## src/hw/rtl/kwsh_pkg.sv

```systemverilog
// ----------------------------------------------------------------------------
// kwsh_pkg
// Types and constants shared by the weighted-sum key hash modules.
// ----------------------------------------------------------------------------
package kwsh_pkg;

  localparam int CP_W      = 21;
  localparam int POS_W     = 16;
  localparam int SUM_W     = 64;
  localparam int CAP_W     = 32;
  localparam int MUL_W     = POS_W + CP_W;
  localparam int PROD_W    = MUL_W + 1;
  localparam int DIV_CNT_W = 6;

  localparam logic [POS_W-1:0] POS_LIMIT = '1;
  localparam logic [CAP_W-1:0] CAP_RESET = 32'd16;

  typedef enum logic [2:0] {
    ST_IDLE,
    ST_ACC,
    ST_LAST,
    ST_DIV,
    ST_DONE
  } state_t;

  typedef struct packed {
    logic take;
    logic add;
    logic end_load;
    logic div_step;
    logic out_load;
  } cmd_t;

  typedef struct packed {
    logic div_last;
    logic out_free;
  } sts_t;

endpackage

```

## src/hw/rtl/key_weighted_sum_hash.sv

```systemverilog
// Sequence: a key's closing item is followed by the close step, the remainder
// steps over the 64-bit sum and the output load.
// Throughput: one character per cycle inside a key; the bit-serial remainder
// unit holds intake from a key's close until its result is loaded, and that
// load waits while an earlier result still waits at the output.
// Reset: rst (synchronous) clears key state, output valid, and sets capacity 16.
// ----------------------------------------------------------------------------
// key_weighted_sum_hash
// Position-weighted character-sum hash reduced modulo the bucket count.
// ----------------------------------------------------------------------------
module key_weighted_sum_hash #(
  parameter int unsigned MAX_KEY_CHARS = 65535
) (
  input  logic        clk,
  input  logic        rst,
  input  logic        cfg_wr_en,
  input  logic [31:0] cfg_wr_data,
  input  logic        s_axis_tvalid,
  output logic        s_axis_tready,
  input  logic [23:0] s_axis_tdata,   // [20:0] code_point, [23:21] zero
  input  logic        s_axis_tlast,
  input  logic        s_axis_tuser,   // [0] empty_key
  output logic        m_axis_tvalid,
  input  logic        m_axis_tready,
  output logic [31:0] m_axis_tdata,   // [31:0] bucket_index
  output logic        m_axis_tuser    // [0] too_long
);

  kwsh_pkg::cmd_t cmd;
  kwsh_pkg::sts_t sts;

  kwsh_ctrl u_ctrl (
    .clk      (clk),
    .rst      (rst),
    .in_valid (s_axis_tvalid),
    .in_end   (s_axis_tlast || s_axis_tuser),
    .in_ready (s_axis_tready),
    .sts      (sts),
    .cmd      (cmd)
  );

  kwsh_dp #(
    .MAX_KEY_CHARS (MAX_KEY_CHARS)
  ) u_dp (
    .clk          (clk),
    .rst          (rst),
    .cmd          (cmd),
    .sts          (sts),
    .cfg_wr_en    (cfg_wr_en),
    .cfg_wr_data  (cfg_wr_data),
    .code_point   (s_axis_tdata[kwsh_pkg::CP_W-1:0]),
    .empty_key    (s_axis_tuser),
    .out_valid    (m_axis_tvalid),
    .out_ready    (m_axis_tready),
    .bucket_index (m_axis_tdata),
    .too_long     (m_axis_tuser)
  );

endmodule

```

## src/hw/rtl/kwsh_div.sv

```systemverilog
// ----------------------------------------------------------------------------
// kwsh_div
// Restoring remainder unit: 64-bit dividend by 32-bit divisor, one bit a cycle while step is high.
// ----------------------------------------------------------------------------
module kwsh_div (
  input  logic                              clk,
  input  logic                              rst,
  input  logic                              load,
  input  logic                              step,
  input  logic [kwsh_pkg::SUM_W-1:0]        num_in,
  input  logic [kwsh_pkg::CAP_W-1:0]        divisor,
  output logic [kwsh_pkg::CAP_W-1:0]        rem,
  output logic                              last
);

  logic [kwsh_pkg::SUM_W-1:0]     num;
  logic [kwsh_pkg::DIV_CNT_W-1:0] cnt;
  logic [kwsh_pkg::CAP_W:0]       trial;
  logic [kwsh_pkg::CAP_W:0]       diff;

  assign trial = {rem, num[kwsh_pkg::SUM_W-1]};
  assign diff  = trial - {1'b0, divisor};
  assign last  = (cnt == '1);

  always_ff @(posedge clk) begin
    if (rst) begin
      cnt <= '0;
    end else if (load) begin
      cnt <= '0;
    end else if (step) begin
      cnt <= cnt + 1'b1;
    end
  end

  always_ff @(posedge clk) begin
    if (load) begin
      num <= num_in;
      rem <= '0;
    end else if (step) begin
      num <= {num[kwsh_pkg::SUM_W-2:0], 1'b0};
      if (trial >= {1'b0, divisor}) begin
        rem <= diff[kwsh_pkg::CAP_W-1:0];
      end else begin
        rem <= trial[kwsh_pkg::CAP_W-1:0];
      end
    end
  end

endmodule

```

## src/hw/rtl/kwsh_dp.sv

```systemverilog
// ----------------------------------------------------------------------------
// kwsh_dp
// Datapath: capacity register, position counter, weighted accumulator,
// remainder unit and output register.
// ----------------------------------------------------------------------------
module kwsh_dp #(
  parameter int unsigned MAX_KEY_CHARS = 65535
) (
  input  logic                         clk,
  input  logic                         rst,
  input  kwsh_pkg::cmd_t               cmd,
  output kwsh_pkg::sts_t               sts,
  input  logic                         cfg_wr_en,
  input  logic [kwsh_pkg::CAP_W-1:0]   cfg_wr_data,
  input  logic [kwsh_pkg::CP_W-1:0]    code_point,
  input  logic                         empty_key,
  output logic                         out_valid,
  input  logic                         out_ready,
  output logic [kwsh_pkg::CAP_W-1:0]   bucket_index,
  output logic                         too_long
);

  localparam logic [kwsh_pkg::POS_W-1:0] BOUND =
    (MAX_KEY_CHARS < 32'(kwsh_pkg::POS_LIMIT)) ? kwsh_pkg::POS_W'(MAX_KEY_CHARS)
                                               : kwsh_pkg::POS_LIMIT;

  logic [kwsh_pkg::CAP_W-1:0]  cap;
  logic [kwsh_pkg::POS_W-1:0]  pos;
  logic [kwsh_pkg::POS_W-1:0]  pos_inc;
  logic [kwsh_pkg::SUM_W-1:0]  sum;
  logic [kwsh_pkg::SUM_W-1:0]  sum_next;
  logic [kwsh_pkg::PROD_W-1:0] prod;
  logic [kwsh_pkg::MUL_W-1:0]  mult;
  logic                        ovf;
  logic                        div_ovf;
  logic                        full;
  logic [kwsh_pkg::CAP_W-1:0]  rem;
  logic                        div_last;

  assign full     = (pos >= BOUND);
  assign pos_inc  = pos + 1'b1;
  assign mult     = {{kwsh_pkg::CP_W{1'b0}}, pos_inc} *
                    {{kwsh_pkg::POS_W{1'b0}}, code_point};
  assign sum_next = sum + kwsh_pkg::SUM_W'(prod);

  assign sts.div_last = div_last;
  assign sts.out_free = !out_valid || out_ready;

  always_ff @(posedge clk) begin
    if (rst) begin
      cap <= kwsh_pkg::CAP_RESET;
    end else if (cfg_wr_en) begin
      cap <= cfg_wr_data;
    end
  end

  always_ff @(posedge clk) begin
    if (rst) begin
      pos <= '0;
      sum <= '0;
      ovf <= 1'b0;
    end else if (cmd.end_load) begin
      pos <= '0;
      sum <= '0;
      ovf <= 1'b0;
    end else begin
      if (cmd.add) begin
        sum <= sum_next;
      end
      if (cmd.take && !empty_key) begin
        if (full) begin
          ovf <= 1'b1;
        end else begin
          pos <= pos_inc;
        end
      end
    end
  end

  always_ff @(posedge clk) begin
    if (cmd.take) begin
      if (empty_key || full) begin
        prod <= '0;
      end else begin
        prod <= {mult, 1'b0};
      end
    end
    if (cmd.end_load) begin
      div_ovf <= ovf;
    end
  end

  kwsh_div u_div (
    .clk     (clk),
    .rst     (rst),
    .load    (cmd.end_load),
    .step    (cmd.div_step),
    .num_in  (sum_next),
    .divisor (cap),
    .rem     (rem),
    .last    (div_last)
  );

  always_ff @(posedge clk) begin
    if (rst) begin
      out_valid <= 1'b0;
    end else if (cmd.out_load) begin
      out_valid <= 1'b1;
    end else if (out_ready) begin
      out_valid <= 1'b0;
    end
  end

  always_ff @(posedge clk) begin
    if (cmd.out_load) begin
      bucket_index <= (cap == '0) ? '0 : rem;
      too_long     <= div_ovf;
    end
  end

endmodule

```

## src/hw/rtl/kwsh_ctrl.sv

```systemverilog
// ----------------------------------------------------------------------------
// kwsh_ctrl
// Controller: sequences character intake, key close, remainder and output.
// ----------------------------------------------------------------------------
module kwsh_ctrl (
  input  logic            clk,
  input  logic            rst,
  input  logic            in_valid,
  input  logic            in_end,
  output logic            in_ready,
  input  kwsh_pkg::sts_t  sts,
  output kwsh_pkg::cmd_t  cmd
);

  kwsh_pkg::state_t state;
  kwsh_pkg::state_t state_next;
  logic             accept;

  assign accept = in_valid && in_ready;

  always_ff @(posedge clk) begin
    if (rst) begin
      state <= kwsh_pkg::ST_IDLE;
    end else begin
      state <= state_next;
    end
  end

  always_comb begin
    state_next = state;
    unique case (state)
      kwsh_pkg::ST_IDLE, kwsh_pkg::ST_ACC: begin
        if (accept) begin
          state_next = in_end ? kwsh_pkg::ST_LAST : kwsh_pkg::ST_ACC;
        end else begin
          state_next = kwsh_pkg::ST_IDLE;
        end
      end
      kwsh_pkg::ST_LAST: begin
        state_next = kwsh_pkg::ST_DIV;
      end
      kwsh_pkg::ST_DIV: begin
        if (sts.div_last) begin
          state_next = kwsh_pkg::ST_DONE;
        end
      end
      kwsh_pkg::ST_DONE: begin
        if (sts.out_free) begin
          state_next = kwsh_pkg::ST_IDLE;
        end
      end
      default: begin
        state_next = kwsh_pkg::ST_IDLE;
      end
    endcase
  end

  always_comb begin
    in_ready = 1'b0;
    cmd      = '0;
    unique case (state)
      kwsh_pkg::ST_IDLE: begin
        in_ready = 1'b1;
        cmd.take = in_valid;
      end
      kwsh_pkg::ST_ACC: begin
        in_ready = 1'b1;
        cmd.take = in_valid;
        cmd.add  = 1'b1;
      end
      kwsh_pkg::ST_LAST: begin
        cmd.end_load = 1'b1;
      end
      kwsh_pkg::ST_DIV: begin
        cmd.div_step = 1'b1;
      end
      kwsh_pkg::ST_DONE: begin
        cmd.out_load = sts.out_free;
      end
      default: begin
        in_ready = 1'b0;
      end
    endcase
  end

endmodule

```

## config.mk

```make
export PLATFORM = sky130hd
export DESIGN_NAME = key_weighted_sum_hash
export DESIGN_NICKNAME = d
export VERILOG_FILES = /design/src/hw/rtl/kwsh_pkg.sv /design/src/hw/rtl/key_weighted_sum_hash.sv /design/src/hw/rtl/kwsh_div.sv /design/src/hw/rtl/kwsh_dp.sv /design/src/hw/rtl/kwsh_ctrl.sv
export SDC_FILE = /design/constraint.sdc
export NUM_CORES = 1
export LEC_CHECK = 0
export ABC_CLOCK_PERIOD_IN_PS = 10700
export BUFFER_PORTS_ARGS = -buffer_cell sky130_fd_sc_hd__buf_2
export CORE_ASPECT_RATIO = 1.1
export CORE_UTILIZATION = 60
export CTS_BUF_LIST = sky130_fd_sc_hd__clkbuf_2
export DETAILED_ROUTE_END_ITERATION = 6
export GPL_ROUTABILITY_DRIVEN = 1
export PLACE_DENSITY_LB_ADDON = 0.1
export SLEW_MARGIN = 10
export SYNTH_ARGS = -nofsm -noshare
export SYNTH_HDL_FRONTEND = slang
export SYNTH_SLANG_ARGS = --single-unit
```

## constraint.sdc

```tcl
create_clock -name clk -period 10.7 [get_ports clk]
set_clock_uncertainty 0.15 [all_clocks]
set_input_delay 0.535 -clock clk [delete_from_list [all_inputs] [get_ports clk]]
set_output_delay 0.535 -clock clk [all_outputs]
set_load 0.005 [all_outputs]
```

==> impl_results.md, run 1 <==
- Post-synth ARST share: 0%
- Post-CTS Hold Buffers: 76
- Setup repair after global routing missed its margin: false
- Sequential share of the synthesized area: 26.90%
- Die area: 0.04487 sq mm
- Worst Setup End Kind: flip-flop
- Routed len/inst: 17.32 um
- Final Util: 66.07%
- Total global routing overflow: 0
- Vias in the first global route: roughly 22k
- Reg2reg setup slack: approximately 1.8 ns
- Post_cts resized: 0
- Power Dens Cells: 100.2 mW/mm^2
- Fmax: approximately 0.11 GHz
- H-tree depth: 3
- Max_cap viols: 0
- Slew @ Worst Pin: between 1 and 1.5 ns
- Commonest non-fill, non-tap cell in the layout: nand2_1
- Post-synth EDFFs: around 130
- Final setup viols: 0
- GRT Overall Usage: about 30%
- Synthesized instance count: slightly below 3k
- Synth Warn #: 0
- Adder-cell area share of the yosys netlist: about 29%
- HPWL after detailed placement: around 47000 um
- CP required: between 10 and 15 ns
- Worst r2r path cells: 29
- Syn nets: 3490
- Critical Path Most Common Cell: fa_1
- Avg Vias per Cell: approximately 5.6
- Die Span Y: 222.1 um
- WP data arrival: 9.54 ns
- Layout cell share with drive strength beyond 1: 9.165%
- TritonCTS clock tree: done
- DRT Pass-1 Iters: 5
- GP Congestion: 0.9117
- Crit path from: u_dp.pos[0]
- Postcts setup bufs: 0
- Root buf cell: clkbuf_2
- FILL cells: between 3k and 4k
- Worst VDD drop: 0.00007595 V
- Initial antenna violation count: 1
- Status: finished clean
- Crit Path Class: flip-flop to flip-flop
- I/O Pins: 98
- Residual antenna-violating net count after detailed routing: 0
- Initial Util: just over 60%
- End of the critical path: u_dp.prod[35]
- Final wirelength: ~65000 um
- Crit-path max cell delay: roughly 0.56 ns
- Tcrit/Tclk final: 82.97%
- Compound-cell area share of the yosys netlist: roughly 11%
- Hold Slack: roughly 0.12 ns
- Most frequent cells in the layout: nand2_1, inv_1, fa_1, nor2_1, ha_1
- Mapped cell area: roughly 0.026 sq mm
- Synth Area per Inst: 8.862 sq um
- CP Max Fanout: 24
- Synth Area in Simple Gates: 18.42%
- Critical Path Slowest Stage Cell: fa_1
- Core Box Area: around 0.043 sq mm
- Worst Hold Class: input port to flip-flop
- Syn-to-layout area delta: 8.639%
- Total number of vias: 21.15k
- XOR/XNOR share of the synthesized area: 5.736%
- # DRC: 0
- Die width: about 200 um
- Main combinational cell family by area after synthesis: adder cells
- Mux cell area share after synthesis: under 10%
- Number of nets in the layout: 3621
- Setup TNS: 0 ns
- First-pass GRT wire length: approximately 110000 um
- Site Rows: 80
- Worst-Skew Late Latency: about 1.1 ns
- Largest net degree at the start of global routing: about 80
- Clock Path Buffers: 3
- Clock Sinks: 288
- Startpoint types: flip-flop
- Fin crit period: between 8 and 9 ns
- Initial DRC Count: 1226
- Rel. slew slack: a little under 30%
- Fin. Hold Viols: 0
- Worst r2r dst: u_dp.prod[35]
- Synth Flop Type: dfxtp_1
- CTS Buf Count: between 70 and 80
- Post-synth cell types: 77
- Seq cells post-synth: roughly 290
- Final Max Tran Viols: 0
- Port bufs: 94
- Worst flop-to-flop path startpoint: u_dp.pos[0]
- Leakage power: between 10 and 15 nW
- Reg clk slew, reported paths: around 0.1 ns
layer usage:
metal / vias to the layer above / global-route usage [%] / part of all wire, %
met1: 10334 / 36.43 / 40
met5: - / 0 / 0
li1: 10018 / - / -
met3: 170 / 4.644 / 4.8
met4: 0 / 14.15 / 4.0
met2: 626 / 51.93 / 51
worst max-delay path: cells and delay by family, from the launching register on:
family	cells	cell delay, ns
fa+ha+maj	7	3.48
flops	1	0.32
compound gates	5	1.44
simple gates	12	2.15
buf+inv	3	0.38
xor+xnor	2	0.72
registers in the layout (all words and copies together), names as in the netlist, 3 cells and up:
signal             flops
u_ctrl.state           3
u_dp.bucket_index     32
u_dp.cap              32
u_dp.pos              16
u_dp.prod             37
u_dp.sum              63
u_dp.u_div.cnt         6
u_dp.u_div.num        63
u_dp.u_div.rem        32
Yosys cell counts, types with 12 or more instances:
| cell type | instances | share of area (%) |
|---|---|---|
| buf_2 | 18 | 0.34 |
| nor2_1 | 238 | 3.4 |
| clkbuf_1 | 118 | 1.7 |
| o21ai_0 | 127 | 2.4 |
| and3_1 | 23 | 0.54 |
| xor2_1 | 90 | 3.0 |
| o21ai_1 | 51 | 0.97 |
| nand2_1 | 417 | 5.9 |
| edfxtp_1 | 134 | 15 |
| a31oi_1 | 14 | 0.33 |
| and2_1 | 128 | 3.0 |
| fa_1 | 266 | 20 |
| nand2b_1 | 25 | 0.59 |
| nand3_1 | 39 | 0.74 |
| dfxtp_1 | 154 | 12 |
| xnor2_1 | 83 | 2.8 |
| inv_1 | 375 | 5.3 |
| ha_1 | 180 | 8.5 |
| o21bai_1 | 21 | 0.60 |
| nor3_1 | 29 | 0.55 |
| mux2i_1 | 37 | 1.4 |
| o21a_1 | 20 | 0.57 |
| a21oi_1 | 133 | 2.5 |
| a21o_1 | 32 | 0.91 |
| nor4_1 | 12 | 0.28 |
| nor2b_1 | 51 | 1.2 |
| nand4_1 | 35 | 0.83 |
stage by stage:
step | setup WS (ns) | total power [W] | cell area, sq um | std cells
4_1_cts | 1.783 | 0.002897 | 28690 | 3749
3_3_place_gp | 1.875 | 0.002070 | 27230 | 3531
5_1_grt | 1.352 | 0.003060 | 28690 | 3750
3_5_place_dp | 1.820 | 0.002088 | 27230 | 3531
2_1_floorplan | 2.993 | 0.001903 | 26420 | 2981
6_report | 1.822 | 0.002875 | 28700 | 3753
cell type report:
| cell class | count | area (sq um) | area share (%) |
|---|---|---|---|
| antenna | 4 | 10.01 | 0.03488 |
| clock buffer | 116 | 580.6 | 2.023 |
| timing repair buffer | 197 | 1434 | 4.996 |
| inverter | 376 | 1411 | 4.918 |
| clock inverter | 26 | 113.9 | 0.3967 |
| tap | 574 | 718.2 | 2.502 |
| multi-input combinational | 2172 | 17330 | 60.37 |
| sequential | 288 | 7107 | 24.76 |
logic make-up (layout without fill, tap and decap cells):
logic type / Yosys count / count (layout)
buffers and inverters: 521 / 715
adders and majority gates: 446 / 446
AOI/OAI and AO/OA: 481 / 481
muxes: 37 / 37
other: 0 / 4
xor gates and xnor gates: 173 / 173
DFF: 288 / 288
and+or+nand+nor: 1035 / 1035
power by group:
part	switching, W	internal (W)
combinational	0.000511	0.000320
sequential	0.0000392	0.00122
clock	0.000489	0.000292
worst min path at each step:
stage	from	to	slack [ns]	cells past startpoint
floorplan	u_dp.div_ovf	u_dp.too_long	0.25	0
global placement	u_dp.sum[1]	u_dp.sum[1]	0.30	2
detailed placement	u_dp.sum[1]	u_dp.sum[1]	0.32	2
CTS	cfg_wr_en	u_dp.cap[4]	0.04	2
global route	cfg_wr_en	u_dp.cap[4]	0.14	2
finish	cfg_wr_en	u_dp.cap[4]	0.12	2
No activity file was read; power rests on OpenSTA's default activity.
==> run 2: changes to the inputs <==
--- a/config.mk
+++ b/config.mk
@@ -5,7 +5,7 @@
 export SDC_FILE = /design/constraint.sdc
 export NUM_CORES = 1
 export LEC_CHECK = 0
-export ABC_CLOCK_PERIOD_IN_PS = 10700
+export ABC_CLOCK_PERIOD_IN_PS = 8730
 export BUFFER_PORTS_ARGS = -buffer_cell sky130_fd_sc_hd__buf_2
 export CORE_ASPECT_RATIO = 1.1
 export CORE_UTILIZATION = 60
==> constraint.sdc (replaced) <==
create_clock -name clk -period 8.73 [get_ports clk]
set_clock_uncertainty 0.15 [all_clocks]
set_input_delay 0.4365 -clock clk [delete_from_list [all_inputs] [get_ports clk]]
set_output_delay 0.4365 -clock clk [all_outputs]
set_load 0.005 [all_outputs]
==> run 2 against run 1 <==
Net effect: count of clock-buffer cells in the layout decreased by 11; non-clock buffer count grew 34; critical path depth decreased by 3; sequential cell count stayed put; die area is the same; critical path type unchanged; global-route usage up 0.37 points; first-iteration DRC count is 7.3% lower; utilization grew 1.0 points; register-to-register slack worse by 1.4 ns; final cell count rose by 0.88%; clock power increased by 36%.
==> impl_results.md, run 2 (synthesis gave the netlist of run 1 again) <==
- Worst Hold Class: input port to flip-flop
- Largest net degree at the start of global routing: 75 (-8.5%)
- Rel. slew slack: 27.49% (-1.6 points)
- Biggest regs: u_dp.sum (63), u_dp.u_div.num (63), u_dp.prod (37)
- CP Max Fanout: 17 (-29%)
- Reg2reg setup slack: 0.46 ns (-1.37 ns)
- First-pass GRT wire length: 108900 um (+1.5%)
- I/O Pins: 98 (unchanged)
- Final setup viols: 0 (unchanged)
- Startpoint types: flip-flop
- Fin crit period: 8.274 ns (-0.6045 ns)
- Fin. Hold Viols: 0 (unchanged)
- CTS Buf Count: 77 (unchanged)
- TritonCTS clock tree: done
- Setup TNS: 0 ns (unchanged)
- HPWL after detailed placement: 46880 um (+0.16%)
- Critical Path Slowest Stage Cell: fa_1
- Layout cell share with drive strength beyond 1: 9.068% (-0.097 points)
- Tcrit/Tclk final: 94.77% (+12 points)
- Total number of vias: 21.35k (+0.93%)
- Top cell family by delay on the critical path: adder cells
- Max_cap viols: 0 (unchanged)
- Postcts setup bufs: 0 (unchanged)
- Most frequent cells in the layout: nand2_1, inv_1, fa_1, nor2_1, ha_1
- Total global routing overflow: 0 (unchanged)
- Die Span Y: 222.1 um (unchanged)
- Worst-Skew Late Latency: 1.06 ns (about the same)
- GP Congestion: 0.9347 (+2.5%)
- Vias in the first global route: 22.26k (+2.6%)
- Die area: 0.04487 sq mm (unchanged)
- Commonest non-fill, non-tap cell in the layout: nand2_1
- Worst Setup End Kind: flip-flop
- Critical Path Most Common Cell: fa_1
- Placed cell count: 3534 (+0.085%)
- DRT Pass-1 Iters: 5 (unchanged)
- Die width: 202.1 um (unchanged)
- Final instance count without filler cells: 3786 (+0.88%)
- Port bufs: 94 (unchanged)
- Initial antenna violation count: 2 (+1)
- Final Max Tran Viols: 0 (unchanged)
- Slew @ Worst Pin: 1.085 ns (+0.02846 ns)
- Leakage power: 13.41 nW (+1.2%)
- Syn-to-layout area delta: 10.33%
- WP data arrival: 8.88 ns (-0.66 ns)
- Initial Util: 60.81% (unchanged)
- Number of nets in the layout: 3655 (+0.94%)
- GRT Overall Usage: 30.33% (+0.37 points)
- Setup repair after global routing missed its margin: false
- Core Box Area: 0.04344 sq mm (unchanged)
- Fmax: 0.1209 GHz (+7.3%)
- Residual antenna-violating net count after detailed routing: 0 (unchanged)
- Avg Vias per Cell: 5.638 (about the same)
- Final wirelength: 65820 um (+1.2%)
- H-tree depth: 3 (unchanged)
- Root buf cell: clkbuf_2
- Site Rows: 80 (unchanged)
- Initial DRC Count: 1136 (-7.3%)
- Reg clk slew, reported paths: 0.11 ns (about the same)
- Clock Path Buffers: 3 (unchanged)
- # DRC: 0 (unchanged)
- Power Dens Cells: 125.0 mW/mm^2 (+25%)
- Crit-path max cell delay: 0.57 ns (about the same)
- Crit Path Class: flip-flop to flip-flop
- Status: finished clean
- Worst VDD drop: 0.0001053 V (+39%)
- Routed len/inst: 17.38 um (+0.35%)
- CP required: 9.33 ns (-2.03 ns)
- WP buf/inv: 3 (unchanged)
- Clock Sinks: 288 (unchanged)
[run 2: cell count changes in the layout (fill, tap and decap cells not counted), moves of 3 or more]
cell | before | now
dlygate4sd3_1 | 76 | 107
clkinv_1 | 18 | 25
bufinv_16 | 0 | 4
clkbuf_2 | 116 | 105
clkinv_2 | 3 | 6
[run 2: worst paths after layout]
check / startpoint / endpoint / cells past startpoint
min: s_axis_tdata[1] / u_dp.prod[2] / 4
min reg2reg: u_dp.ovf / u_dp.div_ovf / 0
max: u_dp.pos[0] / u_dp.prod[35] / 26
max reg2reg: u_dp.pos[0] / u_dp.prod[35] / 26
[run 2: what timing repair did]
| item | CTS | global route |
|---|---|---|
| hold buffers | 107 | 0 |
| endpoints found under the hold margin | 52 | 0 |
| gates resized for setup | 0 | 5 |
| endpoints found under the setup margin | 0 | 4 |
[run 2: metal layers]
metal / up-vias / wire (um) / GRT usage [%] / share of wire [%]
met5: - / 0 / 0 / 0
met4: 0 / 2312 / 12.85 / 3.5
met3: 160 / 3284 / 4.203 / 5.0
met2: 628 / 33870 / 54.06 / 51
met1: 10456 / 26350 / 36.49 / 40
li1: 10101 / - / - / -
[run 2: layout make-up]
class	instances	area, sq um
multi-input combinational	2172	17350
fill	3598	14290
sequential	288	7108
timing repair buffer	231	1770
inverter	376	1411
tap	574	718.2
clock buffer	105	525.5
clock inverter	37	261.5
antenna	3	7.507
[run 2: worst reg2reg max path, stage by stage (launching register included)]
cell	delay, ns
dfxtp_2	0.44
ha_1	0.24
nand3_1	0.15
nor2_1	0.32
nand3_1	0.24
nor3_2	0.36
xor2_2	0.29
buf_4	0.29
and2_1	0.22
fa_1	0.46
fa_1	0.56
fa_1	0.57
fa_1	0.54
fa_1	0.55
inv_1	0.05
fa_1	0.52
inv_1	0.04
ha_1	0.39
a21oi_1	0.21
nand2_1	0.07
o21ai_1	0.24
o21ai_1	0.14
a221o_1	0.37
and3_1	0.21
nor4_2	0.17
xor2_1	0.17
nor2_1	0.05
[run 2: power breakdown]
group	total (W)	switching (W)	leakage, nW	internal (W)
clock	0.00106	0.000604	0.564	0.000452
combinational	0.00104	0.000634	10.3	0.000403
sequential	0.00155	0.0000488	2.50	0.00150
[run 2: stage by stage]
| stage | worst slack [ns] | hold WS [ns] | area, sq um | util (%) | power, W |
|---|---|---|---|---|---|
| 3_3_place_gp | 0.4573 | 0.2675 | 27260 | 62.74 | 0.002535 |
| 5_1_grt | 0.03345 | 0.1261 | 29150 | 67.10 | 0.003860 |
| 4_1_cts | 0.2737 | 0.04726 | 29120 | 67.02 | 0.003658 |
| 6_report | 0.4563 | 0.1461 | 29150 | 67.10 | 0.003643 |
| 2_1_floorplan | 1.023 | 0.2503 | 26420 | - | 0.002333 |
| 3_5_place_dp | 0.3400 | 0.2777 | 27260 | 62.74 | 0.002559 |
==> run 3: changes to the inputs <==
--- a/config.mk
+++ b/config.mk
@@ -8,11 +8,13 @@
 export ABC_CLOCK_PERIOD_IN_PS = 8730
 export BUFFER_PORTS_ARGS = -buffer_cell sky130_fd_sc_hd__buf_2
 export CORE_ASPECT_RATIO = 1.1
+export CORE_MARGIN = 4
 export CORE_UTILIZATION = 60
 export CTS_BUF_LIST = sky130_fd_sc_hd__clkbuf_2
 export DETAILED_ROUTE_END_ITERATION = 6
 export GPL_ROUTABILITY_DRIVEN = 1
 export PLACE_DENSITY_LB_ADDON = 0.1
+export RECOVER_POWER = 25
 export SLEW_MARGIN = 10
 export SYNTH_ARGS = -nofsm -noshare
 export SYNTH_HDL_FRONTEND = slang
==> run 3 against run 2 <==
Net effect: the run now ends with capacitance limit, slew limit left; wire length increased by 2.2%; count of clock-buffer cells in the layout grew 12; die area increased by 5.8%; sequential cell count did not move; critical path type unchanged; critical endpoint unchanged; largest cell class unchanged; highest routed layer unchanged.
==> impl_results.md, run 3 (synthesis gave the netlist of run 1 again) <==
- Tcrit/Tclk final: 95.31% (+0.53 points)
- Avg Vias per Cell: 5.607 (-0.55%)
- Leakage power: 13.40 nW (about the same)
- Initial antenna violation count: 2 (unchanged)
- Cell internal pwr: 0.002331 W (-1.1%)
- Fin. Hold Viols: 0 (unchanged)
- Clock Sinks: 288 (unchanged)
- H-tree depth: 3 (unchanged)
- Total global routing overflow: 0 (unchanged)
- Initial Util: 60.81% (unchanged)
- Final Util: 67.30% (+0.20 points)
- Switching Fraction: 35.35% (about the same)
- Worst VDD drop: 0.0001037 V (-1.4%)
- Clock Power Share: 27.9% (-1.1 points)
- Crit Path Class: flip-flop to flip-flop
- Fmax: 0.1202 GHz (-0.56%)
- Register share of total power: 43.1% (+0.6 points)
- Worst Hold Class: flip-flop to flip-flop
- Fin crit period: 8.320 ns (+0.04645 ns)
- Placed cell count: 3533 (-0.028%)
- Final Max Tran Viols: 307 (+307)
- Worst Setup End Kind: flip-flop
- Commonest non-fill, non-tap cell in the layout: nand2_1
- Port bufs: 94 (unchanged)
- First-pass GRT wire length: 110800 um (+1.7%)
- I/O Pins: 98 (unchanged)
- Largest net degree at the start of global routing: 74 (-1.3%)
- Most frequent cells in the layout: nand2_1, inv_1, fa_1, nor2_1, ha_1
- Die width: 208.1 um (+3.0%)
- GP Congestion: 0.9042 (-3.3%)
- Power Dens Cells: 123.3 mW/mm^2 (-1.3%)
- TritonCTS clock tree: done
- Vias in the first global route: 22.31k (+0.22%)
- Hold path cells: 0 (-4)
- Violated checks: capacitance limit, slew limit
- GRT Overall Usage: 28.31% (-2.0 points)
- CP Max Fanout: 17 (unchanged)
- Core Box Area: 0.04344 sq mm (unchanged)
- Syn-to-layout area delta: 10.67%
- Worst r2r path cells: 26 (unchanged)
- Site Rows: 80 (unchanged)
- DRT Pass-1 Iters: 5 (unchanged)
- Comb pwr share: 29.0% (+0.5 points)
- Final setup viols: 0 (unchanged)
- Wire length on met2: 34360 um (+1.4%)
- Final instance count without filler cells: 3803 (+0.45%)
- HPWL after detailed placement: 46980 um (+0.21%)
- Net Sw Power: 0.001275 W (-0.97%)
- Clock Path Buffers: 3 (unchanged)
- Final wirelength: 67290 um (+2.2%)
- Met3 Wirelength: 3198 um (-2.6%)
- Max_cap viols: 7 (+7)
- Status: finished, violations left
- Postcts setup bufs: 0 (unchanged)
- Uppermost routed layer: met4
- M1 wire length: 27190 um (+3.2%)
- Initial DRC Count: 1325 (+17%)
- WP data arrival: 8.93 ns (+0.05 ns)
- Root buf cell: clkbuf_2
- Residual antenna-violating net count after detailed routing: 0 (unchanged)
- Biggest regs: u_dp.sum (63), u_dp.u_div.num (63), u_dp.prod (37)
- Layout cell share with drive strength beyond 1: 8.220% (-0.85 points)
- Die Span Y: 228.1 um (+2.7%)
- # DRC: 0 (unchanged)
- Number of nets in the layout: 3675 (+0.55%)
- Startpoint types: flip-flop
- Die area: 0.04745 sq mm (+5.8%)
- Rel. slew slack: -178.2% (-210 points)
- CP required: 9.34 ns (about the same)
- Reg clk slew, reported paths: 0.10 ns (about the same)
- Routed len/inst: 17.69 um (+1.8%)
- CTS Buf Count: 75 (-2.6%)
- Total number of vias: 21.32k (-0.11%)
- Worst-Skew Late Latency: 1.03 ns (-0.03 ns)
- Slew @ Worst Pin: 4.173 ns (+3.088 ns)
## run 3: worst paths after layout
kind                                   from       endpoint  slack [ns]
worst max-delay path            u_dp.pos[0]  u_dp.prod[35]        0.41
worst min-delay path               u_dp.ovf   u_dp.div_ovf        0.29
worst min register to register     u_dp.ovf   u_dp.div_ovf        0.29
worst max register to register  u_dp.pos[0]  u_dp.prod[35]        0.41
## run 3: critical path: stages (launching register included)
cell     delay (ns)
dfxtp_1        0.51
ha_1           0.26
nand3_1        0.14
nor2_1         0.29
nand3_1        0.20
nor3_1         0.52
xor2_2         0.26
buf_4          0.31
and2_1         0.20
fa_1           0.45
fa_1           0.54
fa_1           0.58
fa_1           0.53
fa_1           0.55
inv_1          0.05
fa_1           0.52
inv_1          0.04
ha_1           0.39
a21oi_1        0.18
nand2_1        0.07
o21ai_1        0.25
o21ai_1        0.15
a221o_1        0.38
and3_1         0.21
nor4_2         0.16
xor2_1         0.17
nor2_1         0.05
## run 3: what timing repair did
action                                  4_1_cts  5_1_grt
gates resized for setup                       0        1
endpoints found under the setup margin        0        2
hold endpoints to repair                     86        0
hold buffers                                130        0
## run 3: routing by layer
layer,global-route usage (%),vias to the layer above
li1,-,10118
met1,34.81,10434
met2,50.12,591
met3,4.369,179
met4,11.19,0
met5,0,-
## run 3: layout make-up
type	instances	area (sq um)
fillers	3663	14210
clock buffers	117	585.6
multi-input cells	2172	17330
repair buffers	253	1941
clock inverters	18	135.1
diodes	5	12.51
flip-flops and latches	288	7107
inverters	376	1411
well taps	574	718.2
## run 3: metrics by stage
| stage | power (W) | setup slack (ns) | hold WS (ns) | instance area, sq um | TNS (ns) |
|---|---|---|---|---|---|
| floorplan | 0.002333 | 1.023 | 0.2503 | 26420 | 0 |
| global placement | 0.002538 | 0.4448 | 0.2698 | 27250 | 0 |
| detailed placement | 0.002559 | 0.3664 | 0.2782 | 27250 | 0 |
| CTS | 0.003618 | 0.4063 | 0.1473 | 29270 | 0 |
| global route | 0.003831 | -0.009878 | 0.2597 | 29230 | -0.009878 |
| finish | 0.003606 | 0.4098 | 0.2943 | 29240 | 0 |
## run 3: power groups by stage
stage          combinational (W)  clock [W]  sequential [W]
6_report                 0.00105    0.00101         0.00155
5_1_grt                  0.00116    0.00111         0.00156
4_1_cts                  0.00104    0.00103         0.00155
3_5_place_dp            0.000981          0         0.00158
3_3_place_gp            0.000961          0         0.00158
2_1_floorplan           0.000774          0         0.00156
